`src/design/slr_pkg.sv`:
```
package slr_pkg;

    localparam int COORD_WIDTH = 32;
    localparam int DIFF_W      = (COORD_WIDTH < 32) ? COORD_WIDTH : 32;
    localparam int DOT_W       = DIFF_W + 18;
    localparam int ROOT_W      = 32;
    localparam int COS_QW      = 17;
    localparam int NUM_W       = 41;
    localparam int OUT_QW      = 16;
    localparam int ADDR_W      = 6;

    localparam logic [16:0] FACTOR_ONE = 17'h10000;

    typedef enum logic [2:0] {
        REG_POS_X = 3'd0,
        REG_POS_Y = 3'd1,
        REG_POS_Z = 3'd2,
        REG_DIR   = 3'd3,
        REG_INT   = 3'd4,
        REG_ATT   = 3'd5,
        REG_CONE  = 3'd6,
        REG_ICR   = 3'd7
    } reg_idx_t;

    typedef struct packed {
        logic signed [31:0] pos_x;
        logic signed [31:0] pos_y;
        logic signed [31:0] pos_z;
        logic [47:0]        dir;
        logic [47:0]        intensity;
        logic [47:0]        att;
        logic [31:0]        cone;
        logic [23:0]        icr;
    } cfg_t;

endpackage

```
`src/design/slr_sqrt.sv`:
```
module slr_sqrt
(
    input  logic                             clk,
    input  logic                             rst_n,
    input  logic                             in_valid,
    input  logic [63:0]                      in_dsq,
    input  logic signed [slr_pkg::DOT_W-1:0] in_dot,
    output logic                             out_valid,
    output logic [slr_pkg::ROOT_W-1:0]       root,
    output logic [63:0]                      out_dsq,
    output logic signed [slr_pkg::DOT_W-1:0] out_dot
);
    import slr_pkg::*;

    logic                    vld_reg  [ROOT_W];
    logic                    vld_next [ROOT_W];
    logic [63:0]             rem_reg  [ROOT_W];
    logic [63:0]             rem_next [ROOT_W];
    logic [ROOT_W-1:0]       root_reg  [ROOT_W];
    logic [ROOT_W-1:0]       root_next [ROOT_W];
    logic [63:0]             dsq_reg  [ROOT_W];
    logic [63:0]             dsq_next [ROOT_W];
    logic signed [DOT_W-1:0] dot_reg  [ROOT_W];
    logic signed [DOT_W-1:0] dot_next [ROOT_W];

    always_comb
    begin
        logic                    s_vld;
        logic [63:0]             s_rem;
        logic [ROOT_W-1:0]       s_root;
        logic [63:0]             s_dsq;
        logic signed [DOT_W-1:0] s_dot;
        logic [65:0]             trial;
        int                      k;
        for (int s = 0; s < ROOT_W; s++)
        begin
            if (s == 0)
            begin
                s_vld  = in_valid;
                s_rem  = in_dsq;
                s_root = '0;
                s_dsq  = in_dsq;
                s_dot  = in_dot;
            end
            else
            begin
                s_vld  = vld_reg[s-1];
                s_rem  = rem_reg[s-1];
                s_root = root_reg[s-1];
                s_dsq  = dsq_reg[s-1];
                s_dot  = dot_reg[s-1];
            end
            k     = ROOT_W - 1 - s;
            trial = (66'(s_root) << (k + 1)) | (66'd1 << (2 * k));
            if (66'(s_rem) >= trial)
            begin
                rem_next[s]  = s_rem - trial[63:0];
                root_next[s] = s_root | (ROOT_W'(1) << k);
            end
            else
            begin
                rem_next[s]  = s_rem;
                root_next[s] = s_root;
            end
            vld_next[s] = s_vld;
            dsq_next[s] = s_dsq;
            dot_next[s] = s_dot;
        end
    end

    always_ff @(posedge clk or negedge rst_n)
    begin
        if (!rst_n)
        begin
            for (int s = 0; s < ROOT_W; s++)
            begin
                vld_reg[s] <= 1'b0;
            end
        end
        else
        begin
            vld_reg <= vld_next;
        end
    end

    always_ff @(posedge clk)
    begin
        rem_reg  <= rem_next;
        root_reg <= root_next;
        dsq_reg  <= dsq_next;
        dot_reg  <= dot_next;
    end

    assign out_valid = vld_reg[ROOT_W-1];
    assign root      = root_reg[ROOT_W-1];
    assign out_dsq   = dsq_reg[ROOT_W-1];
    assign out_dot   = dot_reg[ROOT_W-1];

endmodule

```
`config.mk`:
```
export PLATFORM = sky130hd
export DESIGN_NAME = slr_sqrt
export DESIGN_NICKNAME = d
export VERILOG_FILES = /design/src/design/slr_pkg.sv /design/src/design/slr_sqrt.sv
export SDC_FILE = /design/constraint.sdc
export NUM_CORES = 2
export LEC_CHECK = 0
export BUFFER_PORTS_ARGS = -buffer_cell sky130_fd_sc_hd__buf_2
export CAP_MARGIN = 20
export CORE_MARGIN = 2
export CORE_UTILIZATION = 37
export CTS_CLUSTER_DIAMETER = 100
export DETAILED_ROUTE_END_ITERATION = 6
export SLEW_MARGIN = 20
export SYNTH_ARGS = -nofsm -noshare
export SYNTH_HDL_FRONTEND = slang
export SYNTH_SLANG_ARGS = --single-unit
```
`constraint.sdc`:
```
create_clock -name clk -period 4.9 [get_ports clk]
set_input_delay 0.49 -clock clk [delete_from_list [all_inputs] [get_ports clk]]
set_output_delay 0.49 -clock clk [all_outputs]
set_load 0.05 [all_outputs]
```
==> impl_metrics.ini <==
[status]
status = finished, final reports clean

[yosys]
synth-main-ff-cell = dfxtp_1
yosys_warnings = 0
async_flop_share_pct = 0.615
post_synth_num_cell_types = 98
yosysTopAreaCell = dfxtp_1
avgSynthCellArea_um2 = 12.1
synthCells = 12400
synth.most_common_cell = dfxtp_1
synth-edff-count = 0
synth.cell_area_mm2 = 0.150
ys_seq_elements = 5200
ys_seq_area_share_pct = 69.5
synth_commonest_cells = dfxtp_1, inv_1, a21oi_1, nor2_1, nand2_1
synthesis.nets = 13000
synth_area_leaders = dfxtp_1, ha_1, xnor2_1, xor2_1, a21oi_1
yosys.area.top_type_share_pct = 69.0

[hold_path]
hold_path_end = dsq_next[1926]$_DFF_P_
min_from = in_dsq[6]
hp-class = primary input to flop
holdPathStages = 2

[global_route]
antenna_found_initial = 5
gr-total-overflow = 0
grt_max_degree = 53
grt_pass1_wl_um = 451000
grt_use_total_pct = 13.6
grt_pass1_vias = 85900

[worst_setup_path]
cp_top_family = compound AO/OA/AOI/OAI gates
worstPathCellList = inv_1, ha_1, or3_1, o22ai_1, o221ai_1, o311ai_0, a21oi_1, a31oi_1, nand2_1, nor4_1, xor2_1
cp.arrival_ns = 5.15
r2r-start = root_reg[165]$_SDFF_PP1_
reg2reg_to = rem_reg[315]$_DFF_P_
worstSetupPathType = flop to flop
path_max_fanout = 6
cpPeakStageDelay_ns = 0.78
reg2reg_slack_ns = 0.61
path_buf_inv = 1
critPathRequiredTime_ns = 5.75
worst_setup_path_start_kind = flop
crit_path_top_delay_cell = o311ai_0
endpoint_kind = flop
rr_worst_depth = 11

[floorplan]
core_mm2 = 0.403
start_util_pct = 37.2
rows = 233
dieArea_mm2 = 0.410
die_w_um = 641
die_h_um = 641
ios = 264

[routing]
vias = 84900
drtAntennaViolNets = 0
drt-total-wl_um = 286000
firstDrtPassIters = 7
drt_iter0_drc = 3759
wire_per_inst_um = 15.1
via_per_inst = 4.48
drc = 0

[clock_network]
cts_sinks = 5200
clk_pin_slew_ns = 0.06
cts_max_path_buffers = 4
clock_latency_ns = 1.01
post_cts_resized = 0
numCtsBuffers = 522
root_buffer = clkbuf_16
cts_tree = built
htreeDepth = 6

[sta]
max-slew-margin-rel_pct = 21.1
setup_viol = 0
tightest_slew_ns = 1.17
final-hold-violation-count = 0
slew_viol_final = 0
fin_crit_sh_pct = 87.6
setup_tns_ns = 0
finalClockSkew_ns = 0.0902
rsz0062_at_grt = no
max_freq_ghz = 0.233
period_minus_slack_ns = 4.29

[cells_and_area]
largest_register_ffs = 1970
final_nets = 13800
drive_gt1_share_pct = 9.88
fin_util_pct = 43.8
fill_cells = 36900
syn2layout_area_growth_pct = 17.9
fin_cells = 19000
multi_input_comb_area_mm2 = 0.0424
seqCellArea_mm2 = 0.104

[place]
port_buffers = 263
gp_congestion = 0.868
dp_hpwl_um = 209000
dp.cells = 17900

[pwr]
ir_worst_vdd_mv = 0.408
p_switching_mw = 28.9
p_clk_share_pct = 36.8
combPwrFrac_pct = 14.9
intPower_mw = 79.1
pwr-share-seq_pct = 48.3
p_leak_nw = 77.8
p_per_area_mw_per_mm2 = 611
switching_share_pct = 26.8

[flow_run]
drv_cap = 0
## power groups by stage
stage               Clock, mW  Combinational, mW  Sequential, mW
global route             42.7               18.1            52.8
detailed placement          0               16.0            53.1
CTS                      41.0               16.2            52.2
finish                   39.7               16.1            52.1
floorplan                   0               12.5            51.7
global placement            0               15.9            53.0
## final cells by class
class / instances / area share [%]
Antenna cell: 20 / 0.0283
Clock buffer: 753 / 8.61
Clock inverter: 181 / 1.41
Inverter: 700 / 1.49
Multi-Input combinational cell: 6257 / 24.0
Sequential cell: 5200 / 59.0
Tap cell: 5405 / 3.83
Timing Repair Buffer: 445 / 1.69
## routing by layer
| layer | share of wire (%) | global-route usage, % | wire length (um) |
|---|---|---|---|
| met1 | 41 | 14.8 | 117000 |
| met2 | 50 | 24.9 | 142000 |
| met3 | 3.8 | 2.46 | 10900 |
| met4 | 5.6 | 7.43 | 15900 |
| met5 | 0 | 0 | 0 |
## worst max-delay path by stage
stage	startpoint	depth (start not counted)	endpoint
after global placement	root_reg[166]$_DFF_P_	11	rem_reg[315]$_DFF_P_
after detailed placement	root_reg[165]$_SDFF_PP1_	11	rem_reg[311]$_DFF_P_
after CTS	root_reg[165]$_SDFF_PP1_	11	rem_reg[311]$_DFF_P_
after global routing	root_reg[165]$_SDFF_PP1_	11	rem_reg[315]$_DFF_P_
final	root_reg[165]$_SDFF_PP1_	11	rem_reg[315]$_DFF_P_
after floorplan	root_reg[283]$_DFF_P_	13	rem_reg[511]$_DFF_P_
## repair_timing
item                       4_1_cts  5_1_grt
buffers inserted                 0        0
setup endpoints to repair        0        0
hold buffers                   116        0
hold endpoints to repair       150        0
## cells in the final DEF (no fill, tap or decap), types with 265 or more instances in the layout
cell,count
nor4_1,353
o21ai_0,413
xor2_1,396
a21oi_1,635
nor2_1,632
xnor2_1,479
clkbuf_16,533
dfxtp_1,5168
nor3_1,265
ha_1,558
nand2_1,578
inv_1,695
## kinds of logic after synthesis
kind of cell / count (synthesis) / share of synthesized area, %
DFF: 5200 / 69.5
and+or+nand+nor: 2873 / 10.0
AOI/OAI and AO/OA: 1857 / 7.73
buffers and inverters: 908 / 2.29
xor gates and xnor gates: 875 / 5.11
adders and majority gates: 558 / 4.65
muxes: 94 / 0.698
## through the flow
| stage | setup slack [ns] | hold WS, ns | total power, mW | area (um^2) |
|---|---|---|---|---|
| 2_1_floorplan | 1.78 | 0.194 | 64.2 | 150000 |
| 3_3_place_gp | 0.799 | 0.309 | 69.0 | 158000 |
| 3_5_place_dp | 0.820 | 0.312 | 69.1 | 158000 |
| 4_1_cts | 0.738 | 0.00676 | 109 | 177000 |
| 5_1_grt | 0.360 | 0.0454 | 114 | 177000 |
| 6_report | 0.606 | 0.116 | 108 | 177000 |
(Power assumes the default switching activity.)
