File: config.mk
export PLATFORM = sky130hd
export DESIGN_NAME = slr_regs
export DESIGN_NICKNAME = d
export VERILOG_FILES = /design/src/design/slr_pkg.sv /design/src/design/slr_regs.sv
export SDC_FILE = /design/constraint.sdc
export NUM_CORES = 1
export LEC_CHECK = 0
export BUFFER_PORTS_ARGS = -buffer_cell sky130_fd_sc_hd__buf_2
export CAP_MARGIN = 25
export CORE_UTILIZATION = 47
export CTS_CLUSTER_DIAMETER = 50
export DETAILED_ROUTE_END_ITERATION = 7
export PLACE_DENSITY = 0.85
export SYNTH_ARGS = -nofsm -noshare
export SYNTH_HDL_FRONTEND = slang
export SYNTH_SLANG_ARGS = --single-unit
export TNS_END_PERCENT = 30
File: constraint.sdc
create_clock -name clk -period 1.25 [get_ports clk]
set_input_delay 0.0625 -clock clk [delete_from_list [all_inputs] [get_ports clk]]
set_output_delay 0.0625 -clock clk [all_outputs]
set_load 0.1 [all_outputs]
File: src/design/slr_pkg.sv
package slr_pkg;

    localparam int COORD_WIDTH = 32;
    localparam int DIFF_W      = (COORD_WIDTH < 32) ? COORD_WIDTH : 32;
    localparam int DOT_W       = DIFF_W + 18;
    localparam int ROOT_W      = 32;
    localparam int COS_QW      = 17;
    localparam int NUM_W       = 41;
    localparam int OUT_QW      = 16;
    localparam int ADDR_W      = 6;

    localparam logic [16:0] FACTOR_ONE = 17'h10000;

    typedef enum logic [2:0] {
        REG_POS_X = 3'd0,
        REG_POS_Y = 3'd1,
        REG_POS_Z = 3'd2,
        REG_DIR   = 3'd3,
        REG_INT   = 3'd4,
        REG_ATT   = 3'd5,
        REG_CONE  = 3'd6,
        REG_ICR   = 3'd7
    } reg_idx_t;

    typedef struct packed {
        logic signed [31:0] pos_x;
        logic signed [31:0] pos_y;
        logic signed [31:0] pos_z;
        logic [47:0]        dir;
        logic [47:0]        intensity;
        logic [47:0]        att;
        logic [31:0]        cone;
        logic [23:0]        icr;
    } cfg_t;

endpackage

File: src/design/slr_regs.sv
module slr_regs
(
    input  logic                       clk,
    input  logic                       rst_n,
    input  logic                       psel,
    input  logic                       penable,
    input  logic                       pwrite,
    input  logic [slr_pkg::ADDR_W-1:0] paddr,
    input  logic [63:0]                pwdata,
    output logic [63:0]                prdata,
    output logic                       pready,
    output slr_pkg::cfg_t              cfg
);
    import slr_pkg::*;

    cfg_t     cfg_reg;
    cfg_t     cfg_next;
    reg_idx_t idx;
    logic     wr;

    assign idx    = reg_idx_t'(paddr[ADDR_W-1:3]);
    assign wr     = psel & penable & pwrite;
    assign pready = 1'b1;
    assign cfg    = cfg_reg;

    always_comb
    begin
        cfg_next = cfg_reg;
        if (wr)
        begin
            unique case (idx)
                REG_POS_X: cfg_next.pos_x     = pwdata[31:0];
                REG_POS_Y: cfg_next.pos_y     = pwdata[31:0];
                REG_POS_Z: cfg_next.pos_z     = pwdata[31:0];
                REG_DIR:   cfg_next.dir       = pwdata[47:0];
                REG_INT:   cfg_next.intensity = pwdata[47:0];
                REG_ATT:   cfg_next.att       = pwdata[47:0];
                REG_CONE:  cfg_next.cone      = pwdata[31:0];
                REG_ICR:   cfg_next.icr       = pwdata[23:0];
            endcase
        end
    end

    always_ff @(posedge clk or negedge rst_n)
    begin
        if (!rst_n)
        begin
            cfg_reg <= '{pos_x: '0, pos_y: '0, pos_z: '0, dir: '0, intensity: '0,
                         att: 48'd256, cone: '0, icr: '0};
        end
        else
        begin
            cfg_reg <= cfg_next;
        end
    end

    always_comb
    begin
        unique case (idx)
            REG_POS_X: prdata = {32'b0, cfg_reg.pos_x};
            REG_POS_Y: prdata = {32'b0, cfg_reg.pos_y};
            REG_POS_Z: prdata = {32'b0, cfg_reg.pos_z};
            REG_DIR:   prdata = {16'b0, cfg_reg.dir};
            REG_INT:   prdata = {16'b0, cfg_reg.intensity};
            REG_ATT:   prdata = {16'b0, cfg_reg.att};
            REG_CONE:  prdata = {32'b0, cfg_reg.cone};
            REG_ICR:   prdata = {40'b0, cfg_reg.icr};
        endcase
    end

endmodule

==> metrics.md, run 1 <==
| Metric | Value |
|---|---|
| Most used routing layer | `met2` |
| Yosys top cell by area | `dfrtp_1` |
| Delay-heaviest family, CP | `compound AO/OA/AOI/OAI gates` |
| Failing checks | `setup timing` |
| Crit path launch | `cfg[207]` |
| Fin area | `26,700 um2` |
| RD Place Congestion | `0.873` |
| Initial Util | `0.484` |
| Main synth FF type | `dfrtp_1` |
| Fraction of layout cells with a size suffix above 1 | `0.868` |
| Area contributors post-synth | `dfrtp_1 54%, mux2_2 19%, mux2i_1 7.2%, mux2_4 3.3%, mux2_1 3.2%` |
| CP bufs+invs | `2` |
| Setup_tns | `-55,330 ps` |
| CP max-delay cell | `a221oi_2` |
| First-pass GRT wire length | `95,200 um` |
| Sequential-to-total area share from yosys stat | `0.543` |
| Dpl hpwl | `34,200 um` |
| GRT Overall Usage | `0.449` |
| 1st-pass router iterations | `6` |
| Area share of the leading cell type in the synthesized netlist | `0.541` |
| Syn_area_per_cell | `14.0 um2` |
| Post-route ant nets | `0` |
| Commonest cells after routing, fill and taps aside | `270 x buf_6, 254 x buf_12, 228 x mux2_2` |
| Placed instance area | `20,200 um2` |
| Max Freq | `381 MHz` |
| Latest clock arrival within the worst-skew pair | `520 ps` |
| Int Pwr | `30.0 mW` |
| Sw power | `31.5 mW` |
| Layout Utilization | `0.947` |
| Worst R2R Start | `cfg[120]` |
| Htree depth | `2` |
| PwrDens | `2300 nW/um2` |
| Setup crit end kind | `primary output` |
| Part of the power in registers | `0.253` |
| Die Span Y | `172 um` |
| Root buf cell | `clkbuf_16` |
| EDFF count, synth | `0` |
| Met1 usage | `0.469` |
| Grt ovf | `0` |
| Max-slew violation count | `0` |
| CP peak stage delay | `870 ps` |
| FILL cells | `567` |
| Hold WC Path Type | `in -> async` |
| Die ar. | `29,700 um2` |
| Area of the multi-input gates | `7070 um2` |
| IO Pins | `436` |
| Clock network fraction of design power | `0.178` |
| Max-Cap Viols | `0` |
| Period utilization | `2.10` |
| Reg clk slew, reported paths | `80 ps` |
| Longest Clk Path Bufs | `3` |
| Worst Skew | `0 ps` |
| Drt initial violations | `2,232` |
| Slew HR | `0.317` |
| Layout Cells excl Fill | `2,076` |
| Reg area | `8140 um2` |
| Met3 Resource Use GR | `0.152` |
| Comb pwr share | `0.569` |
| Fin nets | `1,740` |
| RSZ-0062 raised after global routing | `yes` |
| Sw Ratio | `0.512` |
| Hold WS | `151 ps` |
| Vias | `15.0k` |
| Vias in the first global route | `14.0k` |
| Num CTS Buffers | `35` |
| Core ar. | `28,200 um2` |
| Req. time, crit path | `1190 ps` |
| Seq cells post-synth | `296` |
| Final setup fails | `300` |
| Tot Pwr | `61.5 mW` |
| LEAKAGE | `11.4 nW` |
| Max FFs per register | `296` |
| Drt via density | `7.22` |
| Drt total wl | `91,500 um` |
| Critical R2R Capture | `cfg[120]` |
| Status | `finished, violations left` |
| Post-route minimum period | `2620 ps` |
| Layout area overhead | `95.5%` |
| CP Cell Sequence | `inv_1, a221oi_2, o22a_4, buf_12` |
| WL/cell | `44.1 um` |
| Max Fanout on Critical Path | `3` |
| Mapped cell area | `13,600 um2` |
| Startpoint types | `register` |
| Largest net degree at the start of global routing | `62` |
| Initial antenna violation count | `8` |
| Crit Path Class | `reg -> out` |
| DRC errors left | `0` |
| Worst R2R Setup Slack | `-70 ps` |
| Final WS setup | `-1370 ps` |
| CTS sink cnt | `296` |
| Commonest non-fill, non-tap cell in the layout | `buf_6` |
| Grt met2 use | `0.746` |
| Port bufs | `399` |
| Post-Synthesis Cells | `975` |
| Distinct cells, synth | `34` |
| Yosys warns | `0` |
| CP arrival | `2560 ps` |
| Final Hold Fails | `0` |
| VDD IR-drop max | `0.00219 V` |
| Cells on worst reg2reg path | `4` |
| Dpl ws | `-398 ps` |
| Slew of the pin with the lowest slew margin | `1020 ps` |
| Cell count after placement | `1,826` |
| Asr flop ratio synth | `1.00` |
| Die width | `172 um` |
| Row count | `61` |
| TritonCTS clock tree | `yes` |
==> layout make-up <==
cell class                 count  share of cell area
clock buffer                  45              0.0366
sequential                   296               0.305
inverter                      32             0.00460
clock inverter                16             0.00479
tap                          378              0.0177
antenna                        9            0.000845
timing repair buffer         723               0.365
multi-input combinational    577               0.265
==> tightest hold or removal path: cells and delay by family <==
kind / cells / cell delay [ps]
buf+inv: 3 / 1000
==> synthesized netlist by cell type, types with 6 or more instances <==
master    instances
nor2_1            8
mux2_2          227
mux2i_1          98
dfrtp_1         295
o22ai_1          24
a22o_1            7
mux2_1           39
a221oi_1         28
nand2b_1          7
o22a_1           24
nand2_1          25
o21ai_0          16
buf_6             6
buf_2            28
buf_4            33
clkbuf_1         17
inv_1            32
mux2_4           30
==> worst max path at each step <==
stage / end / slack [ps] / cells after the start
floorplan: prdata[25] / -400 / 3
global placement: prdata[31] / -350 / 5
detailed placement: prdata[29] / -400 / 5
CTS: prdata[27] / -680 / 4
global route: prdata[7] / -1300 / 4
finish: prdata[7] / -1370 / 4
==> per-layer routing <==
layer,wire length (um),part of all wire
met4,12000,0.13
met1,27300,0.30
met3,12900,0.14
met5,165,0.0018
met2,39200,0.43
==> power by group through the flow <==
| stage | Combinational, mW | Sequential, mW | Clock (mW) |
|---|---|---|---|
| 2_1_floorplan | 5.65 | 27.7 | 0 |
| 3_3_place_gp | 25.5 | 14.0 | 0 |
| 3_5_place_dp | 25.9 | 14.2 | 0 |
| 4_1_cts | 30.2 | 14.4 | 9.90 |
| 5_1_grt | 35.2 | 15.5 | 11.1 |
| 6_report | 35.0 | 15.5 | 10.9 |
==> kinds of logic (layout without fill, tap and decap cells) <==
logic type             Yosys count  in the layout  synth area share
AOI/OAI and AO/OA              112            112            0.0627
DFF                            296            296             0.543
buffers and inverters          117            816            0.0472
muxes                          395            395             0.326
other                            2             26          0.000551
and+or+nand+nor                 53             53            0.0202
==> timing repair <==
item                                   CTS  global route
endpoints found under the hold margin  592             0
hold buffers                            50             0
pin swaps                               71            38
setup endpoints to repair              340           294
setup buffers                           57            78
resized for setup                      676           403
No activity file was read; power rests on OpenSTA's default activity.
==> run 2, diff against run 1 <==
- BUFFER_PORTS_ARGS: -buffer_cell sky130_fd_sc_hd__buf_2 -> -buffer_cell sky130_fd_sc_hd__buf_4
- CORE_UTILIZATION: 47 -> 46
- GPL_TIMING_DRIVEN: default -> 0
- PLACE_DENSITY: 0.85 -> 0.86
- clock period: 1.25 -> 2.2 ns (I/O delays scaled with it)
==> metrics.md, run 2 (synthesis results as in run 1) <==
| Metric | Value |
|---|---|
| Fraction of layout cells with a size suffix above 1 | `0.542 (was 0.868)` |
| FILL cells | `2,063 (was 567)` |
| Post-route minimum period | `2180 ps` |
| Drt via density | `5.73 (was 7.22)` |
| Vias | `10.8k (was 15.0k)` |
| RD Place Congestion | `0.862 (was 0.873)` |
| Final setup fails | `0 (was 300)` |
| Latest clock arrival within the worst-skew pair | `500 ps (was 520 ps)` |
| Placed instance area | `17,300 um2 (was 20,200 um2)` |
| Fin area | `19,000 um2 (was 26,700 um2)` |
| VDD IR-drop max | `0.00118 V (was 0.00219 V)` |
| Post-CTS setup buffer count | `0 (was 57)` |
| Dpl ws | `-219 ps (was -398 ps)` |
| Core ar. | `28,900 um2 (was 28,200 um2)` |
| Slew of the pin with the lowest slew margin | `999 ps (was 1020 ps)` |
| Worst Skew | `0 ps (unchanged)` |
| Final WS setup | `15.4 ps (was -1370 ps)` |
| 1st-pass router iterations | `5 (was 6)` |
| Initial antenna violation count | `0 (was 8)` |
| Root buf cell | `clkbuf_16 (unchanged)` |
| Final Hold Fails | `0 (unchanged)` |
| Initial Util | `0.471 (was 0.484)` |
| Die ar. | `30,300 um2 (was 29,700 um2)` |
| Die Span Y | `174 um (was 172 um)` |
| Crit Path Class | `in -> out (was reg -> out)` |
| Grt ovf | `0 (unchanged)` |
| LEAKAGE | `9.52 nW (was 11.4 nW)` |
| Htree depth | `2 (unchanged)` |
| Fin nets | `1,549 (was 1,740)` |
| Critical R2R Capture | `cfg[279] (was cfg[120])` |
| Max-Cap Viols | `0 (unchanged)` |
| Commonest cells after routing, fill and taps aside | `430 x buf_4, 295 x dfrtp_1, 227 x mux2_2 (was 270 x buf_6, 254 x buf_12, 228 x mux2_2)` |
| First-pass GRT wire length | `71,000 um (was 95,200 um)` |
| RSZ-0062 raised after global routing | `yes (unchanged)` |
| Layout Utilization | `0.656 (was 0.947)` |
| Setup crit end kind | `primary output (unchanged)` |
| Vias in the first global route | `11.2k (was 14.0k)` |
| Dpl hpwl | `32,900 um (was 34,200 um)` |
| IO Pins | `436 (unchanged)` |
| Req. time, crit path | `2090 ps (was 1190 ps)` |
| Cell count after placement | `1,774 (was 1,826)` |
| Worst R2R Setup Slack | `1310 ps (was -70 ps)` |
| Area of the multi-input gates | `5720 um2 (was 7070 um2)` |
| Commonest non-fill, non-tap cell in the layout | `buf_4 (was buf_6)` |
| Num CTS Buffers | `34 (was 35)` |
| Port bufs | `398 (was 399)` |
| Drt total wl | `47,900 um (was 91,500 um)` |
| Reg clk slew, reported paths | `60 ps (was 80 ps)` |
| WL/cell | `25.5 um (was 44.1 um)` |
| GRT Overall Usage | `0.313 (was 0.449)` |
| Largest net degree at the start of global routing | `121 (was 62)` |
| DRC errors left | `0 (unchanged)` |
| Hold WC Path Type | `in -> async (unchanged)` |
| Die width | `174 um (was 172 um)` |
| Setup_tns | `0 ps (was -55,330 ps)` |
| Worst R2R Start | `cfg[279] (was cfg[120])` |
| CTS sink cnt | `296 (unchanged)` |
| Reg area | `7410 um2 (was 8140 um2)` |
| Diodes inserted | `0 (was 9)` |
| PwrDens | `1420 nW/um2 (was 2300 nW/um2)` |
| Slew HR | `0.334 (was 0.317)` |
| Drt initial violations | `609 (was 2,232)` |
| Layout area overhead | `39.2% (was 95.5%)` |
| Max FFs per register | `296 (unchanged)` |
| Row count | `62 (was 61)` |
| Cells on worst reg2reg path | `1 (was 4)` |
| TritonCTS clock tree | `yes (unchanged)` |
| Startpoint types | `primary input (was register)` |
| Max-slew violation count | `0 (unchanged)` |
| Status | `finished clean (was finished, violations left)` |
| Max Freq | `458 MHz` |
| Period utilization | `0.993` |
| Longest Clk Path Bufs | `3 (unchanged)` |
| CP arrival | `2070 ps (was 2560 ps)` |
| Max Fanout on Critical Path | `10 (was 3)` |
| Layout Cells excl Fill | `1,880 (was 2,076)` |
| Post-route ant nets | `0 (unchanged)` |
-- run 2: layout make-up --
class,count,area share
sequential,296,0.390
timing repair buffer,449,0.187
inverter,32,0.00633
clock buffer,53,0.0567
tap,384,0.0253
buffer,84,0.0279
multi-input combinational,577,0.301
clock inverter,5,0.00541
-- run 2: repair_timing --
item                                    CTS  global route
pin swaps                                 0             0
hold buffers                             49             0
endpoints found under the hold margin   355             0
resized for setup                         6            11
endpoints found under the setup margin   28            22
-- run 2: worst max-delay path: stages --
cell and delay [ps]:
buf_2 230, buf_2 290, buf_1 740, a221oi_1 190
o22a_1 240, buf_4 240
-- run 2: worst max path at each step --
stage	to	from
final	prdata[13]	paddr[5]
after CTS	prdata[13]	paddr[5]
after global routing	prdata[13]	paddr[5]
after floorplan	prdata[46]	cfg[102]
after detailed placement	prdata[29]	paddr[4]
after global placement	cfg[197]	rst_n
-- run 2: per-stage QoR --
step | hold slack [ps] | power, mW
6_report | 147 | 27.0
5_1_grt | 177 | 27.7
4_1_cts | 153 | 27.0
3_5_place_dp | 84.8 | 21.1
3_3_place_gp | 343 | 20.9
2_1_floorplan | -186 | 18.0
-- run 2: power by group --
part           switching (mW)  internal (mW)
clock network            2.19           3.70
logic                    10.8           2.84
registers               0.979           6.52
total                    13.9           13.1
-- run 2: metal layers --
metal  vias to the layer above  GRT usage  part of all wire
met5                         -          0                 0
met4                         0      0.142             0.045
met3                       136     0.0781             0.082
met2                       572      0.517              0.48
met1                      5538      0.388              0.39
li1                       4519          -                 -
==> run 3, diff against run 2 <==
- SETUP_SLACK_MARGIN: default -> 0.4
==> metrics.md, run 3 (synthesis results as in run 1) <==
| Metric | Value |
|---|---|
| Status | `finished clean (unchanged)` |
| Worst path most repeated cell | `buf_4 (was buf_2)` |
| Layout area overhead | `44.7% (was 39.2%)` |
| CP max-delay cell | `buf_4 (was buf_1)` |
| Sw Ratio | `0.518 (was 0.516)` |
| Dpl hpwl | `33,600 um (was 32,900 um)` |
| IO Pins | `436 (unchanged)` |
| Drt initial violations | `632 (was 609)` |
| Drt total wl | `50,200 um (was 47,900 um)` |
| Max Freq | `518 MHz (was 458 MHz)` |
| Reg clk slew, reported paths | `60 ps (about the same)` |
| Port bufs | `398 (unchanged)` |
| CP bufs+invs | `4 (unchanged)` |
| Commonest cells after routing, fill and taps aside | `412 x buf_4, 227 x mux2_2, 152 x dfrtp_1 (was 430 x buf_4, 295 x dfrtp_1, 227 x mux2_2)` |
| Fin nets | `1,558 (was 1,549)` |
| Slew HR | `0.528 (was 0.334)` |
| CP Cell Sequence | `buf_2, buf_4, nand2_2, clkbuf_4, o22ai_1, o22a_2, buf_4 (was buf_2, buf_2, buf_1, a221oi_1, o22a_1, buf_4)` |
| RSZ-0062 raised after global routing | `yes (unchanged)` |
| Delay-heaviest family, CP | `buffers and inverters (unchanged)` |
| Startpoint types | `primary input (unchanged)` |
| Longest Clk Path Bufs | `3 (unchanged)` |
| RD Place Congestion | `0.895 (was 0.862)` |
| 1st-pass router iterations | `6 (was 5)` |
| Die ar. | `30,300 um2 (unchanged)` |
| Final WS setup | `271 ps (was 15.4 ps)` |
| Max Fanout on Critical Path | `10 (unchanged)` |
| Part of the power in registers | `0.276 (was 0.278)` |
| WL/cell | `26.5 um (was 25.5 um)` |
| Layout Cells excl Fill | `1,893 (was 1,880)` |
| PwrDens | `1400 nW/um2 (was 1420 nW/um2)` |
| Row count | `62 (unchanged)` |
| Root buf cell | `clkbuf_16 (unchanged)` |
| Dpl ws | `-215 ps (was -219 ps)` |
| LEAKAGE | `9.50 nW (was 9.52 nW)` |
| Grt ovf | `0 (unchanged)` |
| Fraction of layout cells with a size suffix above 1 | `0.673 (was 0.542)` |
| Req. time, crit path | `2090 ps (about the same)` |
| Tot Pwr | `27.6 mW (was 27.0 mW)` |
| TritonCTS clock tree | `yes (unchanged)` |
| Cell count after placement | `1,775 (was 1,774)` |
| Num CTS Buffers | `36 (was 34)` |
| Setup_tns | `0 ps (unchanged)` |
| Setup crit end kind | `primary output (unchanged)` |
| DRC errors left | `0 (unchanged)` |
| Die Span Y | `174 um (unchanged)` |
| Crit Path Class | `in -> out (unchanged)` |
| Diodes inserted | `0 (unchanged)` |
| Htree depth | `2 (unchanged)` |
| Drt via density | `5.75 (was 5.73)` |
| CP arrival | `1820 ps (was 2070 ps)` |
| Sw power | `14.3 mW (was 13.9 mW)` |
| Largest net degree at the start of global routing | `122 (was 121)` |
| Max-Cap Viols | `0 (unchanged)` |
| Latest clock arrival within the worst-skew pair | `500 ps (about the same)` |
| CTS sink cnt | `296 (unchanged)` |
| Vias in the first global route | `11.8k (was 11.2k)` |
| Worst Skew | `0 ps (unchanged)` |
| Initial Util | `0.471 (unchanged)` |
| Die width | `174 um (unchanged)` |
| Max FFs per register | `296 (unchanged)` |
| VDD IR-drop max | `0.00113 V (was 0.00118 V)` |
| Int Pwr | `13.3 mW (was 13.1 mW)` |
| CP peak stage delay | `280 ps (was 740 ps)` |
| Max-slew violation count | `0 (unchanged)` |
| Initial antenna violation count | `0 (unchanged)` |
| Commonest non-fill, non-tap cell in the layout | `buf_4 (unchanged)` |
| Core ar. | `28,900 um2 (unchanged)` |
| Final Hold Fails | `0 (unchanged)` |
| Final setup fails | `0 (unchanged)` |
| First-pass GRT wire length | `74,200 um (was 71,000 um)` |
| Hold WC Path Type | `in -> async (unchanged)` |
| Post-route ant nets | `0 (unchanged)` |
| GRT Overall Usage | `0.327 (was 0.313)` |
| Period utilization | `0.877 (was 0.993)` |
| Comb pwr share | `0.506 (was 0.504)` |
| Post-route minimum period | `1930 ps (was 2180 ps)` |
| Slew of the pin with the lowest slew margin | `708 ps (was 999 ps)` |
| Clock network fraction of design power | `0.218 (about the same)` |
| Vias | `10.9k (was 10.8k)` |
==> run 3: cell count changes in the layout (fill, tap and decap cells not counted), moves of 6 or more <==
cell,delta
clkbuf_4,+8
o21ai_2,-14
o22a_1,-24
buf_2,-11
buf_4,-18
dfrtp_1,-143
mux2i_2,+6
buf_6,+24
mux2i_1,-6
o21ai_4,+16
o22a_2,+24
dfrtp_2,+143
==> run 3: routing by layer <==
| metal | wire (um) | part of all wire | vias up | GRT usage |
|---|---|---|---|---|
| met5 | 0 | 0 | - | 0 |
| met4 | 1730 | 0.034 | 0 | 0.130 |
| met3 | 4250 | 0.085 | 123 | 0.0873 |
| met2 | 25400 | 0.51 | 609 | 0.565 |
| met1 | 18800 | 0.37 | 5605 | 0.386 |
| li1 | - | - | 4547 | - |
==> run 3: what timing repair did <==
item                                   4_1_cts  5_1_grt
hold buffers                                49        0
gates resized for setup                     37       67
endpoints found under the hold margin      362        0
pin swaps                                    1        0
setup buffers                                3        2
setup endpoints to repair                   48       48
==> run 3: layout make-up <==
cell class / instances / area [um2]
buffer: 85 / 647
multi-input combinational: 577 / 6000
tap: 384 / 480
clock inverter: 14 / 163
inverter: 32 / 120
fill: 1974 / 9200
timing repair buffer: 455 / 3700
sequential: 296 / 7590
clock buffer: 50 / 1030
==> run 3: power groups by stage <==
stage / registers (mW) / logic, mW / clock network [mW]
after floorplan: 15.2 / 2.94 / 0
after global placement: 7.57 / 13.5 / 0
after detailed placement: 7.64 / 13.6 / 0
after CTS: 7.56 / 13.8 / 6.07
after global routing: 7.73 / 14.2 / 6.29
final: 7.61 / 14.0 / 6.02
==> run 3: path summary, 6_finish.rpt <==
check,depth (start not counted),startpoint,end,slack [ps]
max in group asynchronous,3,rst_n,cfg[146],980
setup reg to reg,2,cfg[176],cfg[176],1260
hold reg to reg,1,cfg[189],cfg[189],520
min in group clk,4,paddr[4],cfg[263],260
hold / removal,2,rst_n,cfg[40],150
setup / recovery,7,paddr[5],prdata[10],270
==> run 3: per-stage QoR <==
step | cell area (um2) | util | hold slack (ps)
floorplan | 14100 | - | -186
global placement | 17600 | 0.609 | 343
detailed placement | 17700 | 0.611 | 115
CTS | 19500 | 0.674 | 170
global route | 19700 | 0.682 | 206
finish | 19700 | 0.682 | 147
